==> config.mk <==
export PLATFORM = sky130hd
export DESIGN_NAME = kss_fcmp
export DESIGN_NICKNAME = d
export VERILOG_FILES = /design/src/hw/rtl/kss_pkg.sv /design/src/hw/rtl/kss_fcmp.sv
export SDC_FILE = /design/constraint.sdc
export NUM_CORES = 1
export LEC_CHECK = 0
export BUFFER_PORTS_ARGS = -buffer_cell sky130_fd_sc_hd__buf_2
export CAP_MARGIN = 0
export CORE_ASPECT_RATIO = 1.5
export CORE_MARGIN = 5
export CORE_UTILIZATION = 45
export DETAILED_ROUTE_END_ITERATION = 10
export GPL_ROUTABILITY_DRIVEN = 0
export PLACE_DENSITY = 0.86
export SLEW_MARGIN = 20
export SYNTH_ARGS = -nofsm -noshare
export SYNTH_HDL_FRONTEND = slang
export SYNTH_SLANG_ARGS = --single-unit
==> constraint.sdc <==
create_clock -name vclk -period 11.5
set_input_delay 3.45 -clock vclk [all_inputs]
set_output_delay 3.45 -clock vclk [all_outputs]
set_load 0.1 [all_outputs]
==> src/hw/rtl/kss_pkg.sv <==
package kss_pkg;

  typedef enum logic [3:0] {
    ST_IDLE,
    ST_PIV_RD,
    ST_PIV,
    ST_SCAN_RD,
    ST_SCAN_CMP,
    ST_SWAP_A,
    ST_SWAP_B,
    ST_FIX_RD,
    ST_FIX_A,
    ST_FIX_B,
    ST_SEL_RD,
    ST_SEL_WAIT,
    ST_RESULT
  } state_t;

  localparam int unsigned ElemWidth = 64;
  localparam int unsigned RankWidth = 11;

  typedef logic [ElemWidth-1:0] elem_t;
  typedef logic [RankWidth-1:0] rank_t;

endpackage

==> src/hw/rtl/kss_fcmp.sv <==
// a <= b in IEEE double order; NaN never compares true
module kss_fcmp (
  input  kss_pkg::elem_t a,
  input  kss_pkg::elem_t b,
  output logic           le
);

  logic a_nan, b_nan, both_zero, mag_le, mag_ge;

  always_comb begin
    a_nan     = (a[62:52] == 11'h7ff) && (a[51:0] != 52'd0);
    b_nan     = (b[62:52] == 11'h7ff) && (b[51:0] != 52'd0);
    both_zero = (a[62:0] == 63'd0) && (b[62:0] == 63'd0);
    mag_le    = a[62:0] <= b[62:0];
    mag_ge    = a[62:0] >= b[62:0];
    if (a_nan || b_nan) begin
      le = 1'b0;
    end else if (both_zero) begin
      le = 1'b1;
    end else if (a[63] != b[63]) begin
      le = a[63];
    end else if (a[63]) begin
      le = mag_ge;
    end else begin
      le = mag_le;
    end
  end

endmodule

==> impl_summary.txt <==
----------------------------------------------------
[Global routing]
  Total track usage ... 0.220
  Vias in the first global route ... about 2700
  Number of antenna violations at the first check in global routing ... 0
  Residual overflow from global routing ... 0
  Wire length of the first global-routing pass ... 10900 microns
  Largest net degree at the start of global routing ... 6

[Logic synthesis]
  Number of distinct library cells after synthesis ... 28
  Area fraction of the dominant cell type after synthesis ... 0.385
  Post-synthesis instance area ... just over 2000 sq um
  Synthesized net count ... 483
  Compound-Gate Fraction of Synth Area ... 0.139
  Top cells by area, synth ... ha_1 (38%), inv_1 (12%), nor4_1 (11%)
  Synthesized instance count ... roughly 290
  Post-Synth XOR/XNOR Area ... 0
  Largest family of logic cells by synthesized area ... adder cells
  Number of warnings issued by yosys ... 0
  Simple-gate portion of the synthesized area ... 0.353
  Share of synthesized cell area in full adder, half adder and majority cells ... 0.385
  Sequential element share of the synthesized area ... 0
  Mean area per synthesized cell ... 7.01 sq um
  Biggest area consumer among synthesized cells ... ha_1
  Portion of netlist area occupied by mux cells ... 0

[Die]
  Die Area ... 6030 sq um
  Num ports ... 129
  Floorplan die height ... 92.6 microns
  Floorplan row count ... 30
  Effective utilization at floorplan ... 0.459
  Core Box Area ... 4470 sq um
  Width of the die ... around 65 microns

[Final layout]
  Clock buffer cells ... 0
  Fraction of layout instances using a drive strength above 1 ... 0.330
  Most used cells in the layout excluding fill and tap cells ... buf_2 (129), inv_1 (67), ha_1 (63)
  Antenna diode instance count ... 0
  Area used by sequential logic in the layout ... 0 sq um
  NumNets Final ... 614
  Final design area excluding fillers ... roughly 2800 sq um
  Layout fillers ... 423
  Area growth syn-to-layout ... 34.5%
  Most frequent standard cell in the layout excluding fill and tap cells ... buf_2
  Layout sequential cell count ... 0

[Timing]
  Aggregate negative setup slack ... 0 ns
  FMAX ... approximately 0.11 GHz
  Setup Viol. Count Final ... 0
  Slew margin rel. ... 0.669
  Total count of hold-check failures in the final report ... 0
  Post-layout minimum cycle time ... 9.26 ns
  Worst setup margin ... 2.24 ns
  Transition time at the pin with the least slew margin ... 0.500 ns
  Max Transition Viols Final ... 0
  RSZ-0062 raised after global routing ... false
  Final clock period utilization by the worst path ... 0.806

[Critical path]
  Required arrival time at the worst endpoint ... 8.05 ns
  Worst Path Max Fanout ... 3
  Type of the worst setup path ... input pin to output port
  Crit path arrival time ... between 5 and 6 ns
  Startpoint Class ... input pin
  Worst setup EP type ... output port

[Clock network]
  Number of setup buffers added after CTS ... 0
  Post-cts sizing count ... 0
  Hold bufs inserted after CTS ... 0

[Pwr]
  Power, Total ... 0.0000933 W
  Highest ir drop seen on vdd ... around 0.018 mV
  Power Density ... 33.9 nW/um^2
  Leakage power total ... about 1.6 nW

[Worst hold path]
  Worst Hold Class ... input pin to output port

[Run status]
  Result of the run ... finished, final reports clean

[Drt]
  Drc violations ... 0
  Number of antenna-violating nets in the routed design ... 0
  Per-cell routed wire length ... 15.1 microns
  Routed vias ... around 2700
  Total Wirelength ... 7060 microns
  DR vias/cell ... 5.74
  Initial DRT Pass Iterations ... 4
  Initial DRC Count ... 115

[Placement]
  Worst setup timing slack at the placement stage ... 2.20 ns
  IO Port Bufs ... between 100 and 150
  Post-DP HPWL ... 6680 microns
  Placed inst area ... roughly 2800 sq um

[Run]
  Max-Cap Viols ... 0

----------------------------------------------------
-- Yosys cell counts (all sizes together) --
library cell and number:
nor2 7, and2 1, or4 3, nand3b 1, nor4 37, a221oi 4
o21ai 8, a2111oi 1, or3b 1, nand2 17, o22ai 1, o211ai 1
a21o 3, ha 63, a31oi 1, nand4 28, inv 67, a2bb2oi 1
a211oi 3, nor3 5, a21oi 24, o31ai 1, nand3 13, and2b 1
-- through the flow --
step | util | instances | hold WS (ns)
after floorplan | - | 292 | 7.62
after global placement | 0.617 | 469 | 7.51
after detailed placement | 0.617 | 469 | 7.53
after CTS | 0.617 | 469 | 7.53
after global routing | 0.617 | 469 | 7.57
final | 0.617 | 469 | 7.52
-- metal layers --
metal	GRT usage	routed length [microns]	share of wire	vias to the layer above
li1	-	-	-	1368
met1	0.227	2560	0.36	1200
met2	0.451	3740	0.53	105
met3	0.0109	489	0.069	18
met4	0.0744	265	0.038	0
met5	0	0	0	-
-- final timing paths --
kind / from / endpoint / slack, ns / cells past startpoint
hold / removal: b[63] / le / 7.52 / 5
setup / recovery: b[34] / le / 2.24 / 12
-- power by group --
group	internal, W	leakage, nW	total (W)	switching (W)
Clock	0	0	0	0
Sequential	0	0	0	0
Combinational	0.0000420	1.60	0.0000933	0.0000513
Total	0.0000420	1.60	0.0000933	0.0000513
-- worst max-delay path, cell delays in order --
cell     delay (ns)
buf_2          0.10
inv_1          0.05
ha_1           0.31
nand4_1        0.15
nor4_2         0.44
nand4_1        0.21
nand2_1        0.12
nor3_1         0.05
o21ai_0        0.24
nand4_1        0.11
o22ai_1        0.15
buf_2          0.45
-- final cells by class --
| class | instances | area (sq um) | share of cell area |
|---|---|---|---|
| tap | 48 | 60.1 | 0.0218 |
| timing repair buffer | 129 | 646 | 0.234 |
| multi-input combinational | 225 | 1800 | 0.652 |
| inverter | 67 | 251 | 0.0913 |
-- logic make-up (layout without fill, tap and decap cells) --
logic type / after synthesis / after routing
fa+ha+maj: 63 / 63
simple gates: 114 / 114
buf+inv: 67 / 196
compound gates: 48 / 48
Power figures use the tool's default switching activity.
